===== src/u8dec_pkg.sv =====
// Shared types, codes and constants of the UTF-8 stream decoder.
// No dependencies; every other file refers to this package by scoped names.
package u8dec_pkg;

	// Result status codes
	localparam logic [1:0] ST_OK      = 2'd0;
	localparam logic [1:0] ST_INVALID = 2'd1;
	localparam logic [1:0] ST_SHORT   = 2'd2;

	// Field widths
	localparam int CP_W   = 21;
	localparam int ST_W   = 2;
	localparam int USED_W = 3;

	// Range checks applied when a sequence completes
	localparam logic [CP_W-1:0] MIN_CP_2  = 21'h00080;
	localparam logic [CP_W-1:0] MIN_CP_3  = 21'h00800;
	localparam logic [CP_W-1:0] MIN_CP_4  = 21'h10000;
	localparam logic [CP_W-1:0] SURR_LO   = 21'h0D800;
	localparam logic [CP_W-1:0] SURR_HI   = 21'h0DFFF;
	localparam logic [CP_W-1:0] MAX_CP    = 21'h10FFFF;

	// Sequence lengths
	localparam logic [USED_W-1:0] LEN_1 = 3'd1;
	localparam logic [USED_W-1:0] LEN_2 = 3'd2;
	localparam logic [USED_W-1:0] LEN_3 = 3'd3;
	localparam logic [USED_W-1:0] LEN_4 = 3'd4;

	// Queue between front and back
	localparam int QUEUE_DEPTH = 2;
	localparam int QPTR_W      = (QUEUE_DEPTH > 1) ? $clog2(QUEUE_DEPTH) : 1;
	localparam int QCNT_W      = $clog2(QUEUE_DEPTH + 1);

	// Class of a byte when taken as a lead byte
	typedef enum logic [2:0] {
		LEAD_ASCII = 3'd0,
		LEAD_2     = 3'd1,
		LEAD_3     = 3'd2,
		LEAD_4     = 3'd3,
		LEAD_BAD   = 3'd4
	} lead_class_t;

	// Classified byte as it travels from front to back
	typedef struct packed {
		lead_class_t cls;
		logic        cont_ok;
		logic [6:0]  lead_bits;
		logic [5:0]  cont_bits;
		logic        last;
	} byte_item_t;

	// Sequence length announced by a lead byte
	function automatic logic [USED_W-1:0] lead_len(lead_class_t cls);
		logic [USED_W-1:0] len;
		case (cls)
			LEAD_ASCII: len = LEN_1;
			LEAD_2:     len = LEN_2;
			LEAD_3:     len = LEN_3;
			LEAD_4:     len = LEN_4;
			default:    len = '0;
		endcase
		return len;
	endfunction

endpackage


===== src/u8dec_if.sv =====
// Valid/ready channel interfaces: raw byte input and decoded result output.
// Depends on u8dec_pkg for field widths.
interface u8dec_byte_if;
	logic       valid;
	logic       ready;
	logic [7:0] data_byte;
	logic       end_of_buffer;

	modport source (output valid, output data_byte, output end_of_buffer, input ready);
	modport sink   (input valid, input data_byte, input end_of_buffer, output ready);
endinterface

interface u8dec_cp_if;
	logic                          valid;
	logic                          ready;
	logic [u8dec_pkg::CP_W-1:0]    code_point;
	logic [u8dec_pkg::ST_W-1:0]    status;
	logic [u8dec_pkg::USED_W-1:0]  bytes_used;

	modport source (output valid, output code_point, output status, output bytes_used,
		input ready);
	modport sink   (input valid, input code_point, input status, input bytes_used,
		output ready);
endinterface


===== src/u8dec_front.sv =====
// Front end: accepts raw bytes and classifies them for the back end.
// Depends on u8dec_pkg and u8dec_if.
module u8dec_front (
	u8dec_byte_if.sink            stream,
	input  logic                  q_full,
	output logic                  push,
	output u8dec_pkg::byte_item_t push_item
);

	logic [7:0] b;

	assign b = stream.data_byte;

	// Accept whenever the queue has room
	assign stream.ready = !q_full;
	assign push         = stream.valid && !q_full;

	// Classify the byte both as a lead byte and as a continuation byte
	always_comb begin
		push_item.cont_ok   = (b[7:6] == 2'b10);
		push_item.cont_bits = b[5:0];
		push_item.last      = stream.end_of_buffer;
		if (b[7] == 1'b0) begin
			push_item.cls       = u8dec_pkg::LEAD_ASCII;
			push_item.lead_bits = b[6:0];
		end else if (b[7:5] == 3'b110) begin
			push_item.cls       = u8dec_pkg::LEAD_2;
			push_item.lead_bits = {2'b00, b[4:0]};
		end else if (b[7:4] == 4'b1110) begin
			push_item.cls       = u8dec_pkg::LEAD_3;
			push_item.lead_bits = {3'b000, b[3:0]};
		end else if (b[7:3] == 5'b11110) begin
			push_item.cls       = u8dec_pkg::LEAD_4;
			push_item.lead_bits = {4'b0000, b[2:0]};
		end else begin
			push_item.cls       = u8dec_pkg::LEAD_BAD;
			push_item.lead_bits = '0;
		end
	end

endmodule


===== src/u8dec_queue.sv =====
// Short FIFO of classified bytes between front and back end.
// Depends on u8dec_pkg.
module u8dec_queue (
	input  logic                  clk,
	input  logic                  arst_n,
	input  logic                  push,
	input  u8dec_pkg::byte_item_t push_item,
	output logic                  full,
	input  logic                  pop,
	output u8dec_pkg::byte_item_t pop_item,
	output logic                  not_empty
);

	u8dec_pkg::byte_item_t              entries_q [u8dec_pkg::QUEUE_DEPTH];
	logic [u8dec_pkg::QPTR_W-1:0]       wr_ptr_q;
	logic [u8dec_pkg::QPTR_W-1:0]       rd_ptr_q;
	logic [u8dec_pkg::QCNT_W-1:0]       count_q;

	localparam logic [u8dec_pkg::QPTR_W-1:0] LAST_PTR =
		u8dec_pkg::QPTR_W'(u8dec_pkg::QUEUE_DEPTH - 1);
	localparam logic [u8dec_pkg::QCNT_W-1:0] DEPTH_CNT =
		u8dec_pkg::QCNT_W'(u8dec_pkg::QUEUE_DEPTH);

	assign full      = (count_q == DEPTH_CNT);
	assign not_empty = (count_q != '0);
	assign pop_item  = entries_q[rd_ptr_q];

	// Store pushed items
	always_ff @(posedge clk) begin
		if (push) begin
			entries_q[wr_ptr_q] <= push_item;
		end
	end

	// Advance pointers and occupancy
	always_ff @(posedge clk or negedge arst_n) begin
		if (!arst_n) begin
			wr_ptr_q <= '0;
			rd_ptr_q <= '0;
			count_q  <= '0;
		end else begin
			if (push) begin
				wr_ptr_q <= (wr_ptr_q == LAST_PTR) ? '0 : wr_ptr_q + 1'b1;
			end
			if (pop) begin
				rd_ptr_q <= (rd_ptr_q == LAST_PTR) ? '0 : rd_ptr_q + 1'b1;
			end
			if (push && !pop) begin
				count_q <= count_q + 1'b1;
			end else if (pop && !push) begin
				count_q <= count_q - 1'b1;
			end
		end
	end

	a_no_overflow: assert property (@(posedge clk) disable iff (!arst_n)
		full |-> !push) else $error("push into full queue");
	a_no_underflow: assert property (@(posedge clk) disable iff (!arst_n)
		!not_empty |-> !pop) else $error("pop from empty queue");
	a_count_bound: assert property (@(posedge clk) disable iff (!arst_n)
		count_q <= DEPTH_CNT) else $error("queue count out of range");

endmodule


===== src/u8dec_back.sv =====
// Back end: sequence state, completion checks and the result register.
// Depends on u8dec_pkg and u8dec_if.
module u8dec_back (
	input  logic                  clk,
	input  logic                  arst_n,
	input  logic                  q_valid,
	input  u8dec_pkg::byte_item_t item,
	output logic                  pop,
	u8dec_cp_if.source            result
);

	// Sequence state
	logic [1:0]                        rem_q;
	logic [u8dec_pkg::USED_W-1:0]      len_q;
	logic [u8dec_pkg::CP_W-1:0]        part_q;
	logic                              bad_q;

	// Result register
	logic                              out_valid_q;
	logic [u8dec_pkg::CP_W-1:0]        cp_q;
	logic [u8dec_pkg::ST_W-1:0]        st_q;
	logic [u8dec_pkg::USED_W-1:0]      used_q;

	// Next-state and result logic
	logic                              emit;
	logic [u8dec_pkg::CP_W-1:0]        cp_n;
	logic [u8dec_pkg::ST_W-1:0]        st_n;
	logic [u8dec_pkg::USED_W-1:0]      used_n;
	logic [1:0]                        rem_n;
	logic [u8dec_pkg::USED_W-1:0]      len_n;
	logic [u8dec_pkg::CP_W-1:0]        part_n;
	logic                              bad_n;
	logic [u8dec_pkg::CP_W-1:0]        shifted;
	logic                              bad_fin;
	logic [u8dec_pkg::USED_W-1:0]      new_len;

	// Take an item when the result register is free or being drained
	assign pop = q_valid && (!out_valid_q || result.ready);

	assign shifted = {part_q[u8dec_pkg::CP_W-7:0], item.cont_bits};
	assign new_len = u8dec_pkg::lead_len(item.cls);

	always_comb begin
		emit    = 1'b0;
		cp_n    = '0;
		st_n    = u8dec_pkg::ST_OK;
		used_n  = '0;
		rem_n   = rem_q;
		len_n   = len_q;
		part_n  = part_q;
		bad_n   = bad_q;
		bad_fin = bad_q || !item.cont_ok;
		if (rem_q == 2'd0) begin
			// Lead byte
			case (item.cls)
				u8dec_pkg::LEAD_ASCII: begin
					emit   = 1'b1;
					cp_n   = u8dec_pkg::CP_W'(item.lead_bits);
					used_n = u8dec_pkg::LEN_1;
				end
				u8dec_pkg::LEAD_2, u8dec_pkg::LEAD_3, u8dec_pkg::LEAD_4: begin
					if (item.last) begin
						emit = 1'b1;
						st_n = u8dec_pkg::ST_SHORT;
					end else begin
						len_n  = new_len;
						rem_n  = 2'(new_len - 1'b1);
						part_n = u8dec_pkg::CP_W'(item.lead_bits);
						bad_n  = 1'b0;
					end
				end
				default: begin
					emit = 1'b1;
					st_n = u8dec_pkg::ST_INVALID;
				end
			endcase
		end else begin
			// Continuation byte
			rem_n = rem_q - 2'd1;
			if (rem_n == 2'd0) begin
				emit = 1'b1;
				if (len_q == u8dec_pkg::LEN_2 && shifted < u8dec_pkg::MIN_CP_2) begin
					bad_fin = 1'b1;
				end
				if (len_q == u8dec_pkg::LEN_3 && (shifted < u8dec_pkg::MIN_CP_3 ||
					shifted inside {[u8dec_pkg::SURR_LO:u8dec_pkg::SURR_HI]})) begin
					bad_fin = 1'b1;
				end
				if (len_q == u8dec_pkg::LEN_4 && (shifted < u8dec_pkg::MIN_CP_4 ||
					shifted > u8dec_pkg::MAX_CP)) begin
					bad_fin = 1'b1;
				end
				if (bad_fin) begin
					st_n = u8dec_pkg::ST_INVALID;
				end else begin
					cp_n   = shifted;
					used_n = len_q;
				end
			end else if (item.last) begin
				emit  = 1'b1;
				st_n  = u8dec_pkg::ST_SHORT;
				rem_n = 2'd0;
			end else begin
				part_n = shifted;
				bad_n  = bad_fin;
			end
		end
	end

	// Advance the sequence state
	always_ff @(posedge clk or negedge arst_n) begin
		if (!arst_n) begin
			rem_q <= 2'd0;
			len_q <= '0;
			bad_q <= 1'b0;
		end else if (pop) begin
			rem_q <= rem_n;
			len_q <= len_n;
			bad_q <= bad_n;
		end
	end

	always_ff @(posedge clk) begin
		if (pop) begin
			part_q <= part_n;
		end
	end

	// Hold the result until taken
	always_ff @(posedge clk or negedge arst_n) begin
		if (!arst_n) begin
			out_valid_q <= 1'b0;
		end else if (pop && emit) begin
			out_valid_q <= 1'b1;
		end else if (result.ready) begin
			out_valid_q <= 1'b0;
		end
	end

	always_ff @(posedge clk) begin
		if (pop && emit) begin
			cp_q   <= cp_n;
			st_q   <= st_n;
			used_q <= used_n;
		end
	end

	assign result.valid      = out_valid_q;
	assign result.code_point = cp_q;
	assign result.status     = st_q;
	assign result.bytes_used = used_q;

	a_rem_in_seq: assert property (@(posedge clk) disable iff (!arst_n)
		rem_q != 2'd0 |-> ({1'b0, rem_q} < len_q && len_q >= u8dec_pkg::LEN_2))
		else $error("remaining count inconsistent with sequence length");
	a_err_zero: assert property (@(posedge clk) disable iff (!arst_n)
		out_valid_q && st_q != u8dec_pkg::ST_OK |-> cp_q == '0 && used_q == '0)
		else $error("error result carries data");
	a_ok_len: assert property (@(posedge clk) disable iff (!arst_n)
		out_valid_q && st_q == u8dec_pkg::ST_OK |->
		used_q != '0 && used_q <= u8dec_pkg::LEN_4 && cp_q <= u8dec_pkg::MAX_CP)
		else $error("success result out of range");
	a_pop_free: assert property (@(posedge clk) disable iff (!arst_n)
		pop |-> !out_valid_q || result.ready)
		else $error("item taken while result register is blocked");

endmodule


===== src/utf8_stream_decoder_core.sv =====
// UTF-8 stream decoder top level: front classifier, item queue, back decoder.
// Depends on u8dec_pkg, u8dec_if, u8dec_front, u8dec_queue, u8dec_back.
//
// The decoder takes one byte per cycle on the stream channel while the result
// channel is not stalled and delivers one result per completed sequence,
// invalid lead byte or early end of buffer on the result channel. A byte
// accepted on the stream channel is classified into a two-entry queue; the
// back end reads it from the queue and the result, if any, is registered in
// the result register as the byte is taken. Throughput is set by the back end's
// per-byte update of the sequence state, one byte per cycle; a stalled result
// channel backs up through the queue to the stream's ready. No reset sweep is
// needed: the block accepts bytes as soon as reset is released.
module utf8_stream_decoder_core (
	input  logic        clk,
	input  logic        arst_n,
	u8dec_byte_if.sink  stream,
	u8dec_cp_if.source  result
);

	logic                  push;
	logic                  q_full;
	logic                  q_valid;
	logic                  pop;
	u8dec_pkg::byte_item_t push_item;
	u8dec_pkg::byte_item_t pop_item;

	u8dec_front u_front (
		.stream    (stream),
		.q_full    (q_full),
		.push      (push),
		.push_item (push_item)
	);

	u8dec_queue u_queue (
		.clk       (clk),
		.arst_n    (arst_n),
		.push      (push),
		.push_item (push_item),
		.full      (q_full),
		.pop       (pop),
		.pop_item  (pop_item),
		.not_empty (q_valid)
	);

	u8dec_back u_back (
		.clk     (clk),
		.arst_n  (arst_n),
		.q_valid (q_valid),
		.item    (pop_item),
		.pop     (pop),
		.result  (result)
	);

endmodule

===== src/flat_wrapper.sv =====
// flat-port wrapper written by rule: the top's interface ports become plain ports
module utf8_stream_decoder_core_flat 
  (clk, arst_n, stream_valid, stream_data_byte, stream_end_of_buffer, stream_ready, result_valid, result_code_point, result_status, result_bytes_used, result_ready);
  u8dec_byte_if stream_i ();
  u8dec_cp_if result_i ();
  input  logic clk;
  input  logic arst_n;
  input wire logic [$bits(stream_i.valid)-1:0] stream_valid;
  input wire logic [$bits(stream_i.data_byte)-1:0] stream_data_byte;
  input wire logic [$bits(stream_i.end_of_buffer)-1:0] stream_end_of_buffer;
  output wire logic [$bits(stream_i.ready)-1:0] stream_ready;
  output wire logic [$bits(result_i.valid)-1:0] result_valid;
  output wire logic [$bits(result_i.code_point)-1:0] result_code_point;
  output wire logic [$bits(result_i.status)-1:0] result_status;
  output wire logic [$bits(result_i.bytes_used)-1:0] result_bytes_used;
  input wire logic [$bits(result_i.ready)-1:0] result_ready;
  assign stream_i.valid = stream_valid;
  assign stream_i.data_byte = stream_data_byte;
  assign stream_i.end_of_buffer = stream_end_of_buffer;
  assign stream_ready = stream_i.ready;
  assign result_valid = result_i.valid;
  assign result_code_point = result_i.code_point;
  assign result_status = result_i.status;
  assign result_bytes_used = result_i.bytes_used;
  assign result_i.ready = result_ready;
  utf8_stream_decoder_core u_core (.clk(clk), .arst_n(arst_n), .stream(stream_i), .result(result_i));
endmodule

===== config.mk =====
export PLATFORM = sky130hd
export DESIGN_NAME = utf8_stream_decoder_core_flat
export DESIGN_NICKNAME = d
export VERILOG_FILES = /design/src/u8dec_pkg.sv /design/src/u8dec_if.sv /design/src/u8dec_front.sv /design/src/u8dec_queue.sv /design/src/u8dec_back.sv /design/src/utf8_stream_decoder_core.sv /design/src/flat_wrapper.sv
export SDC_FILE = /design/constraint.sdc
export NUM_CORES = 1
export LEC_CHECK = 0
export ABC_AREA = 1
export BUFFER_PORTS_ARGS = -buffer_cell sky130_fd_sc_hd__buf_2
export CORE_AREA = 2 2 96 121
export DETAILED_ROUTE_END_ITERATION = 7
export DIE_AREA = 0 0 98 123
export GPL_TIMING_DRIVEN = 0
export PLACE_DENSITY = 0.66
export SLEW_MARGIN = 10
export SYNTH_ARGS = -nofsm -noshare
export SYNTH_HDL_FRONTEND = slang
export SYNTH_HIERARCHICAL = 1
export SYNTH_SLANG_ARGS = --single-unit

===== constraint.sdc =====
create_clock -name clk -period 10.1 [get_ports clk]
set_input_delay 2.02 -clock clk [delete_from_list [all_inputs] [get_ports clk]]
set_output_delay 2.02 -clock clk [all_outputs]
set_load 0.02 [all_outputs]

After elaboration in Yosys (flattened, before gate mapping)
Memories as Yosys holds them, arrays and structs flattened.
Index checks and enable logic that the tools add are counted.

operators by class
  add/sub/neg operators = 6
  order comparisons = 6
  equality and inequality tests = 14
  muxes and demuxes = 54
  bitwise logic cells = 1
  reduce and logical (&&, ||, !) cells = 28

operator list
  cell                                                                                   count
  15-bit 2-to-1 mux                                                                      5
  21-bit 2-to-1 mux                                                                      3
  3-bit 2-to-1 mux                                                                       8
  1-bit 2-to-1 mux                                                                       22
  21-bit by 16-bit greater-or-equal comparator with 1-bit output, second input constant  1
  21-bit > comparator, second input constant                                             1
  21-bit by 16-bit <= comparator with 1-bit output, second input constant                1
  21-bit by 12-bit < comparator with 1-bit output, second input constant                 1
  21-bit by 17-bit < comparator with 1-bit output, second input constant                 1
  21-bit by 8-bit < comparator with 1-bit output, second input constant                  1
  2-bit 2-to-1 mux                                                                       10
  7-bit 2-to-1 mux                                                                       2
  3-bit by 2-bit equality test with 1-bit output, second input constant                  4
  3-bit one-hot mux with 4 select lines                                                  1
  1-bit logical AND                                                                      9
  4-bit AND reduction                                                                    2
  3-bit equality test, second input constant                                             2
  2-bit nonzero test                                                                     3
  2-bit by 1-bit subtractor with 2-bit output, second input constant                     3
  5-bit equality test, second input constant                                             1
  1-bit zero test                                                                        5
  5-bit 2-to-1 mux                                                                       1
  2-bit equality test, second input constant                                             2
  4-bit equality test, second input constant                                             1
  other kinds (13)                                                                       19

storage, ports and cells
  bits in registers = 52
  bits in writable memories = 36
  input bits = 13
  output and inout port bits = 28
  word-level logic and storage cells = 121
  memories = 1

memory list
  memory                    depth  bits a word  rd ports  clocked after Yosys merged registers in  wr ports  RTL line           source
  u_core.u_queue.entries_q  2      18           1         0                                        1         u8dec_queue.sv:14  u8dec_pkg::byte_item_t entries_q [u8dec_pkg::QUEUE_DEPTH];

Depth between registers and ports, before layout
Gate-level depths: netlist of run 1.
An unclocked memory read counts as a cell.

  depth after elaboration = 12
  mapped depth = 11
  gate-level depth less buffers = 11

Modules after synthesis
The synthesis of run 1 kept the hierarchy.

by module, submodules not included
  module       times used  cells each  area each (um2)  seq. area each (um2)
  u8dec_back   1           221         2209.6           1406.3
  u8dec_queue  1           81          1555.2           1181.1
  u8dec_front  1           35          196.4            0.0

Least setup slack after synthesis of run 1
OpenSTA, ideal clock, no wires.

  path kind = input-to-reg
  start point = input result_ready
  end point = register u_core.u_back.used_q, in the netlist u_core/u_back/result.bytes_used[0] (enable)
  library setup time = 0.442 ns
  arrival = 4.049 ns
  required time = 9.658 ns
  path slack = 5.610 ns
  stages = 4
  cell sequence = inv_1 -> nand2_1 -> nand2_1 -> nor3_1

between the ends
  longest elaborated chain between the ends = 3

ends and longest elaborated chain
  item                  RTL line            source
  from (decl)           flat_wrapper.sv:16  input wire logic [$bits(result_i.ready)-1:0] result_ready;
  1-bit logical OR      u8dec_back.sv:38    assign pop = q_valid && (!out_valid_q || result.ready);
  1-bit logical AND     u8dec_back.sv:38
  1-bit logical AND     u8dec_back.sv:141   if (pop && emit) begin
  to (signal assigned)  u8dec_back.sv:144   used_q <= used_n;
  to (decl)             u8dec_back.sv:22    logic [u8dec_pkg::USED_W-1:0] used_q;

No other way between the ends.
A chain may end at the register's enable or synchronous reset.

Final worst setup path of run 1
  start point = input result_ready
  end point = register u_core/u_back/part_q[2] (netlist name) (enable)

between the ends
  longest elaborated chain between the ends = 3

ends and longest elaborated chain
  item                           RTL line                        source
  1-bit logical OR               u8dec_back.sv:38
  1-bit logical AND              u8dec_back.sv:38
  via u_core.pop                 utf8_stream_decoder_core.sv:23  logic pop;
  4-bit AND reduction (no line)  --
  to (signal assigned)           u8dec_back.sv:125               part_q <= part_n;
  to (decl)                      u8dec_back.sv:15                logic [u8dec_pkg::CP_W-1:0] part_q;

The timed path passes the listed nets, and every way through them passes these cells.

==> results of run 1 <==
==> layer usage <==
layer | global-route usage | routed length [microns] | vias to the layer above
li1 | - | - | 1223
met1 | 0.135 | 2740 | 1138
met2 | 0.208 | 3510 | 53
met3 | 0.0345 | 313 | 7
met4 | 0.0547 | 98 | 0
met5 | 0 | 0 | -
==> path summary, 6_finish.rpt <==
check,from,to,slack [ns],cells past startpoint
max,result_ready,u_core/u_back/part_q[2],6.88,8
min,u_core/u_queue/count_q[1],u_core/u_queue/count_q[1],0.49,2
max reg2reg,u_core/u_queue/rd_ptr_q,u_core/u_back/result.code_point[3],7.60,8
min reg2reg,u_core/u_queue/count_q[1],u_core/u_queue/count_q[1],0.49,2
max in group asynchronous,arst_n,u_core/u_back/len_q[1],8.34,1
min in group asynchronous,arst_n,u_core/u_back/len_q[0],1.56,1
==> cell usage after synthesis <==
master,number,share of area
buf_6,2,0.0057
or2_2,1,0.0016
a21oi_4,1,0.0041
nor2_2,12,0.019
nor2_1,38,0.036
a21oi_1,3,0.0038
inv_1,45,0.043
edfxtp_1,77,0.58
nor3b_1,1,0.0019
xor2_1,2,0.0044
nand3_4,1,0.0044
buf_2,1,0.0013
nor3_1,6,0.0076
mux2_2,9,0.026
buf_12,1,0.0051
dfrtp_1,11,0.069
buf_4,7,0.013
nor2_4,3,0.0085
nand3_2,2,0.0051
mux2_4,9,0.034
o31ai_1,1,0.0019
nand4_1,11,0.017
ha_1,3,0.0095
o21ai_2,1,0.0022
clkbuf_1,3,0.0028
and2_1,1,0.0016
nand2_2,1,0.0016
o21ai_0,10,0.013
nand3_1,6,0.0076
xnor2_1,1,0.0022
clkinv_1,1,0.00095
nand2_1,66,0.063
==> critical path, cell delays in order <==
cell and delay [ns]:
buf_2 0.07, inv_1 0.03, nand2_1 0.07, nand2_1 0.11
inv_1 0.13, nand2_1 0.09, nor3_2 0.50, buf_6 0.25
==> report_power, final <==
| part | switching [mW] | internal (mW) |
|---|---|---|
| sequential | 0.0436 | 0.580 |
| combinational | 0.377 | 0.199 |
| clock | 0.126 | 0.217 |
==> final cells by class <==
type,count,area [sq um]
multi-input combinational,189,1100
clock buffer,11,233
sequential,88,2590
inverter,46,173
clock inverter,5,81.3
buffer,14,111
tap,135,169
fill,1017,6230
timing repair buffer,43,236
==> cell usage in the layout, fill, tap and decap left out, drive strengths merged <==
master and count:
mux2 18, and2 1, nor2 53, nand4 11
clkbuf 14, xnor2 1, clkinv 4, xor2 2
nor3 6, edfxtp 77, inv 45, nand3 9
buf 54, bufinv 2, o21ai 11, nor3b 1
ha 3, o31ai 1, dfrtp 11, a21oi 4
nand2 67, or2 1
==> per-stage QoR <==
stage | setup slack, ns | hold slack [ns]
after floorplan | 5.61 | 0.442
after global placement | 4.87 | 0.452
after detailed placement | 6.50 | 0.478
after CTS | 6.85 | 0.493
after global routing | 6.76 | 0.518
final | 6.88 | 0.488
==> flip-flops by register name, indices dropped and copies added (netlist names) <==
register	count
u_core/u_back/result.bytes_used	3
u_core/u_back/result.status	2
u_core/u_back/len_q	3
u_core/u_back/result.valid	1
u_core/u_back/bad_q	1
u_core/u_back/rem_q	2
u_core/u_queue/entries_q	36
u_core/u_queue/count_q	2
u_core/u_queue/rd_ptr_q	1
u_core/u_back/result.code_point	21
u_core/u_queue/wr_ptr_q	1
u_core/u_back/part_q	15
==> cell families after synthesis <==
group           after synthesis
compound gates               16
xor+xnor                      3
fa+ha+maj                     3
mux                          18
buf+inv                      60
flops                        88
simple gates                149
==> flow_summary.yaml, run 1 <==
outcome:
  status: "completed"
hold_path:
  hp-class: "reg -> reg"
clock_network:
  clockBufferDepth: 2
  cts_tree: "built"
  cts_setup_buffers: 0
  cts_resized: 0
  cts_made_buffers: 9
  hold_buffers: 0
  clk_pin_slew_worst_paths_ns: 0.06
  cts-root-buf: "clkbuf_16"
  cts_sinks: 88
  clk_latency_ns: 0.33
  h-tree-depth: 3
logic_synthesis:
  synthCells: 337
  ys_types: 32
  synth_top_family_by_area: "simple AND/OR/NAND/NOR gates"
  synth_xor_area_frac: 0.00663
  synth_compound_area_frac: 0.0246
  ys_seq_elements: 88
  synth-seq-area-share: 0.653
  syn_area_sq_mm: 0.00396
  postSynthAreaPerCell_sq_um: 11.8
  synth_simple_gate_area_frac: 0.175
  muxShareOfSynthArea: 0.0597
  synth_fp_nets: 353
  yosysWarningCount: 6
  synth_fa_ha_area_frac: 0.00948
job:
  drv_cap: 0
floorplan:
  die_w_microns: 98
  dieArea_sq_mm: 0.0121
  ios: 41
  row_count: 43
  die_height_microns: 123
  start_util: 0.363
  coreArea_sq_mm: 0.0109
setup_path:
  path_class: "in -> reg"
  crit_required_ns: 10.14
  end_kind: "flop"
  crit_path_start_kind: "primary input"
  worst_ep_arrival_time_ns: 3.26
  path_max_fanout: 11
final_layout:
  layout-drive-gt1-share: 0.278
  fin_util: 0.430
  final_area_sq_mm: 0.00469
  nets: 407
  antenna_cells: 0
  area.growth.synth_to_final_pct: 18.5
  fin_cells: 531
routing:
  ant_nets: 0
  drt_iter0_drc: 175
  drc: 0
  first_pass_iters: 5
  vias: 2421
  routed_wl_mm: 6.66
  wl_per_cell_microns: 12.5
  via_per_inst: 4.56
timing:
  tns_ns: 0
  finalCritPeriodShare: 0.319
  timing.fmax_ghz: 0.310
  rsz0062_at_grt: "false"
  setup_viol_count_final: 0
  tightest_slew_ns: 0.724
  fin_crit_ns: 3.22
  fin_skew_ns: 0.00491
  maxSlewViolCount: 0
  hold_viol: 0
  relSlewSlack: 0.517
global_routing:
  grt_first_pass_wirelength_mm: 11.1
  grt_usage: 0.119
  grt_pass1_vias: 2315
  overflow: 0
  grt_antenna_before_repair: 0
  grt_start_max_net_pins: 19
placed_design:
  place_congestion: 0.741
  postPlaceCellArea_sq_mm: 0.00438
  portBuffers: 39
  hpwl_mm: 5.01
  place_inst: 515
power:
  power_mw: 1.54
  peakVddDrop_mv: 0.105
  p_leak_nw: 1.99
  power_density_mw_per_mm2: 329
Power figures use the tool's default switching activity.
==> run 2, diff against run 1 <==
Settings changed: ABC_AREA 1 to 0.
Clock period 10.1 ns to 3.3 ns, I/O delays scaled along.
==> run 2 against run 1 <==
  * Synthesized area up 0.47%
  * First-iteration DRC count down 42%
  * Sequential share of layout area unchanged
  * Register-to-register slack worse by 6.9 ns
  * Clock power rose to 3.0 times the previous value
  * Clock skew up 0.0030 ns
  * Die area unchanged
  * Via count down 6.6%
  * Count of clock-buffer cells in the layout up 1
  * Total power rose to 3.0 times the previous value
  * Critical endpoint is now u_core/u_back/part_q[3]
  * Largest power group unchanged
  * Highest routed layer unchanged
==> flow_summary.yaml, run 2 <==
clock_network:
  h-tree-depth: 3
  hold_buffers: 0
  clockBufferDepth: 2
  cts_sinks: 88
  cts_tree: "built"
  cts-root-buf: "clkbuf_16"
  clk_pin_slew_worst_paths_ns: 0.06
  cts_resized: 0
  cts_made_buffers: 9
  clk_latency_ns: 0.34
  cts_setup_buffers: 0
logic_synthesis:
  ys_seq_elements: 88
  synth_ff_type: "edfxtp_1"
  synthTopCellsByCount: "edfxtp_1 (77), inv_1 (20), nand2_1 (13), nor3b_2 (13)"
  synth_top_area_frac: 0.581
  yosysWarningCount: 6
  async_flop_share: 0.125
  synthTopCellsByArea: "edfxtp_1 (58%), dfrtp_1 (6.9%), nor3b_2 (4.1%), mux2_4 (3.4%), mux2_2 (3.4%)"
  synthCells: 270
  postSynthAreaPerCell_sq_um: 14.7
  synth-seq-area-share: 0.650
  synth_edf_count: 77
  syn_area_sq_mm: 0.00398
  yosysMostFrequentCell: "edfxtp_1"
  ys_types: 48
  synth_top_area_cell: "edfxtp_1"
  synth_fp_nets: 286
final_layout:
  fin_util: 0.430
  final_area_sq_mm: 0.00469
  top_register: "u_core/u_queue/entries_q"
  final_cell_mix: "edfxtp_1 (77), buf_2 (41), inv_1 (20)"
  layout_commonest_cell: "edfxtp_1"
  area.growth.synth_to_final_pct: 17.9
  layout-drive-gt1-share: 0.354
  largest_reg_flops: 36
  nets: 339
  antenna_cells: 0
  nFillCells: 999
  fin_cells: 463
routing:
  first_pass_iters: 4
  vias: 2262
  ant_nets: 0
  drc: 0
  drt_iter0_drc: 101
  wl_per_cell_microns: 14.8
  via_per_inst: 4.89
  routed_wl_mm: 6.83
setup_path:
  path_class: "reg -> reg"
  r2r-end: "u_core/u_back/part_q[3]"
  worst_ep_arrival_time_ns: 2.64
  max_stage_delay_ns: 0.46
  crit_slowest_cell: "nor3_2"
  ff2ff_path_depth: 6
  r2r_setup_slack_ns: 0.70
  regToRegStartpoint: "u_core/u_queue/rd_ptr_q"
  crit_end: "u_core/u_back/part_q[3]"
  crit_start: "u_core/u_queue/rd_ptr_q"
  end_kind: "flop"
  crit_required_ns: 3.35
  path_max_fanout: 10
  crit_path_start_kind: "flop"
  cp_cell_sequence: "buf_6 > mux2_2 > o21bai_1 > a221o_1 > nor3_2 > buf_4"
outcome:
  status: "completed"
timing:
  tightest_slew_ns: 0.826
  maxSlewViolCount: 0
  tns_ns: 0
  rsz0062_at_grt: "false"
  finalCritPeriodShare: 0.787
  whs_ns: 0.182
  relSlewSlack: 0.449
  hold_viol: 0
  timing.fmax_ghz: 0.385
  setup_viol_count_final: 0
  worst_slack_ns: 0.702
  fin_crit_ns: 2.60
  fin_skew_ns: 0.00796
power:
  p_seq_frac: 0.418
  p_leak_nw: 1.80
  power_density_mw_per_mm2: 972
  p_int_mw: 3.03
  peakVddDrop_mv: 0.291
  power_mw: 4.56
  p_switching_mw: 1.53
  swShare: 0.336
  p_clk_frac: 0.223
  p_comb_frac: 0.359
placed_design:
  place_worst_setup_slack_ns: 0.701
  portBuffers: 39
  hpwl_mm: 4.96
  postPlaceCellArea_sq_mm: 0.00439
  place_inst: 447
  place_congestion: 0.786
floorplan:
  coreArea_sq_mm: 0.0109
  dieArea_sq_mm: 0.0121
  die_height_microns: 123
  die_w_microns: 98
  start_util: 0.364
  row_count: 43
  ios: 41
global_routing:
  grt_antenna_before_repair: 0
  grt_usage: 0.123
  grt_first_pass_wirelength_mm: 11.5
  grt_pass1_vias: 2356
  grt_start_max_net_pins: 21
  overflow: 0
hold_path:
  hp-class: "in -> async"
job:
  drv_cap: 0
-- run 2: cells by family after synthesis --
group | after synthesis | share of synthesized area
flops | 88 | 0.650
simple gates | 79 | 0.135
buf+inv | 39 | 0.0556
compound gates | 32 | 0.0632
mux | 23 | 0.0729
xor+xnor | 6 | 0.0132
fa+ha+maj | 3 | 0.00943
-- run 2: worst max-delay path, delay by kind of cell (launching register included) --
family,cells,cell delay (ns)
compound gates,2,0.62
simple gates,1,0.46
buf+inv,2,0.46
mux,1,0.41
flops,1,0.35
-- run 2: routing by layer --
metal  share of wire  up-vias  GRT usage
met5               0        -          0
met4           0.021        0     0.0538
met3           0.053       14     0.0424
met2            0.52       56      0.216
met1            0.41     1091      0.136
li1                -     1101          -
-- run 2: worst min-delay path by stage --
stage	startpoint	end	cells after the start
after floorplan	arst_n	u_core/u_back/bad_q	0
final	arst_n	u_core/u_queue/wr_ptr_q	1
after global placement	u_core/u_queue/count_q[1]	u_core/u_queue/count_q[1]	1
after detailed placement	u_core/u_queue/wr_ptr_q	u_core/u_queue/wr_ptr_q	1
after CTS	arst_n	u_core/u_back/len_q[0]	1
after global routing	arst_n	u_core/u_queue/wr_ptr_q	1
-- run 2: power by group through the flow --
| stage | Combinational, mW | Clock (mW) | Sequential [mW] |
|---|---|---|---|
| 2_1_floorplan | 0.977 | 0 | 2.12 |
| 3_3_place_gp | 1.56 | 0 | 1.92 |
| 3_5_place_dp | 1.66 | 0 | 1.93 |
| 4_1_cts | 1.66 | 1.04 | 1.91 |
| 5_1_grt | 1.79 | 1.09 | 1.95 |
| 6_report | 1.64 | 1.02 | 1.91 |
-- run 2: layout make-up --
type / count / area, sq um / area share
plain buffers: 19 / 146 / 0.0312
clock buffers: 12 / 246 / 0.0525
clock inverters: 4 / 55.1 / 0.0117
inverters: 20 / 75.1 / 0.0160
multi-input cells: 143 / 1180 / 0.252
flip-flops and latches: 88 / 2590 / 0.551
well taps: 135 / 169 / 0.0360
repair buffers: 42 / 233 / 0.0496
==> run 3, diff against run 2 <==
Settings changed: PLACE_DENSITY 0.66 to 0.68.
Clock period 3.3 ns to 2.1 ns, I/O delays scaled along.
==> run 3 against run 2 <==
  * The flow now finishes with violations (negative setup slack)
  * First-iteration DRC count rose by 39%
  * Die area unchanged
  * Cell count rose by 2.6%
  * Maximum frequency rose by 20%
  * Critical path depth unchanged
  * Sequential share of layout area down 2.4 points
  * Non-clock buffer count is 11 higher
  * Flip-flop and latch count unchanged
  * Combinational power grew 82%
  * Utilization rose by 2.0 points
  * Global-route usage up 1.2 points
  * Design area rose by 4.6%
  * Largest cell class unchanged
  * Highest routed layer unchanged
==> flow_summary.yaml, run 3 (synthesis gave the netlist of run 2 again) <==
clock_network:
  cts_tree: "built"
  clk_latency_ns: 0.34
  clk_pin_slew_worst_paths_ns: 0.06
  cts-root-buf: "clkbuf_16"
  clockBufferDepth: 2
  cts_sinks: 88
  h-tree-depth: 3
  cts_made_buffers: 9
timing:
  maxSlewViolCount: 0
  tightest_slew_ns: 0.842
  fin_crit_ns: 2.16
  fin_skew_ns: 0.00533
  rsz0062_at_grt: "true"
  finalCritPeriodShare: 1.03
  hold_viol: 0
  timing.fmax_ghz: 0.463
  setup_viol_count_final: 9
  worst_slack_ns: -0.0599
  relSlewSlack: 0.438
routing:
  routed_wl_mm: 7.35
  drt_iter0_drc: 140
  first_pass_iters: 4
  ant_nets: 0
  drc: 0
  top_layer_used: "met4"
  wl_met1_mm: 2.87
  via_per_inst: 4.85
  wl_met2_mm: 3.92
  wl_per_cell_microns: 15.5
  vias: 2303
  wl_met3_microns: 391
global_routing:
  grt_usage: 0.135
  grt_start_max_net_pins: 19
  grt_antenna_before_repair: 0
  grt_first_pass_wirelength_mm: 12.2
  overflow: 0
  grt_pass1_vias: 2482
final_layout:
  final_cell_mix: "edfxtp_1 (77), buf_2 (40), inv_1 (20)"
  layout_commonest_cell: "edfxtp_1"
  area.growth.synth_to_final_pct: 23.4
  fin_cells: 475
  final_area_sq_mm: 0.00491
  top_register: "u_core/u_queue/entries_q"
  layout-drive-gt1-share: 0.406
  antenna_cells: 0
  largest_reg_flops: 36
  nets: 351
floorplan:
  dieArea_sq_mm: 0.0121
  ios: 41
  die_height_microns: 123
  row_count: 43
  coreArea_sq_mm: 0.0109
  start_util: 0.364
  die_w_microns: 98
setup_path:
  crit_path_start_kind: "flop"
  path_max_fanout: 8
  path_class: "reg -> reg"
  crit_required_ns: 2.28
  worst_ep_arrival_time_ns: 2.34
  end_kind: "flop"
power:
  power_density_mw_per_mm2: 1540
  peakVddDrop_mv: 0.431
  p_leak_nw: 1.89
job:
  drv_cap: 0
placed_design:
  place_congestion: 0.783
  postPlaceCellArea_sq_mm: 0.00440
  portBuffers: 39
  place_inst: 445
  hpwl_mm: 4.77
outcome:
  violations: "negative setup slack"
  status: "finished, violations left"
hold_path:
  hp-class: "in -> reg"
-- run 3: where the power goes --
part | switching, mW | internal, mW
registers | 0.254 | 2.76
clock network | 0.623 | 0.953
logic | 1.73 | 1.26
total | 2.61 | 4.97
-- run 3: final cells by class --
cell class              instances  area (sq um)
multi-input cells             144          1290
inverters                      20          75.1
repair buffers                 56           360
clock buffers                  11           243
plain buffers                  16           133
well taps                     135           169
fillers                       984          6010
clock inverters                 5          56.3
flip-flops and latches         88          2590
-- run 3: final timing paths --
path                            depth (start not counted)                            endpoint  slack (ns)                 startpoint
worst max-delay path                                    6  u_core/u_back/result.code_point[7]       -0.06   u_core/u_back/part_q[13]
worst min-delay path                                    1      u_core/u_queue/entries_q[0][0]        0.27       stream_end_of_buffer
worst max register to register                          6  u_core/u_back/result.code_point[7]       -0.06   u_core/u_back/part_q[13]
worst min register to register                          1           u_core/u_queue/count_q[1]        0.51  u_core/u_queue/count_q[1]
max in group asynchronous                               2              u_core/u_back/len_q[1]        1.39                     arst_n
min in group asynchronous                               2              u_core/u_back/len_q[2]        0.49                     arst_n
-- run 3: per-stage QoR --
| stage | hold slack [ns] | total power [mW] | utilization | setup TNS (ns) | worst slack, ns |
|---|---|---|---|---|---|
| after CTS | 0.256 | 7.68 | 0.452 | -1.48 | -0.123 |
| after floorplan | 0.124 | 4.94 | - | -1.48 | -0.0984 |
| final | 0.271 | 7.57 | 0.450 | -0.260 | -0.0599 |
| after global routing | 0.251 | 8.02 | 0.450 | -1.39 | -0.130 |
| after global placement | 0.311 | 5.54 | 0.401 | -21.66 | -0.385 |
| after detailed placement | 0.318 | 5.64 | 0.402 | -16.81 | -0.358 |
-- run 3: routing by layer --
layer | track usage | vias up
li1 | - | 1122
met1 | 0.139 | 1106
met2 | 0.241 | 63
met3 | 0.0435 | 12
met4 | 0.0764 | 0
met5 | 0 | -
-- run 3: critical path: stages, from the launching register on --
cell      delay (ns)
edfxtp_1        0.43
nor4_4          0.39
mux2_4          0.35
or3_4           0.38
buf_12          0.17
buf_4           0.13
nor3b_2         0.16
-- run 3: repair_timing --
action / 4_1_cts / 5_1_grt
resized for setup: 15 / 6
endpoints found under the hold margin: 11 / 0
gates cloned: 2 / 0
pin swaps: 8 / 8
hold buffers: 1 / 0
setup buffers: 15 / 1
endpoints found under the setup margin: 68 / 68
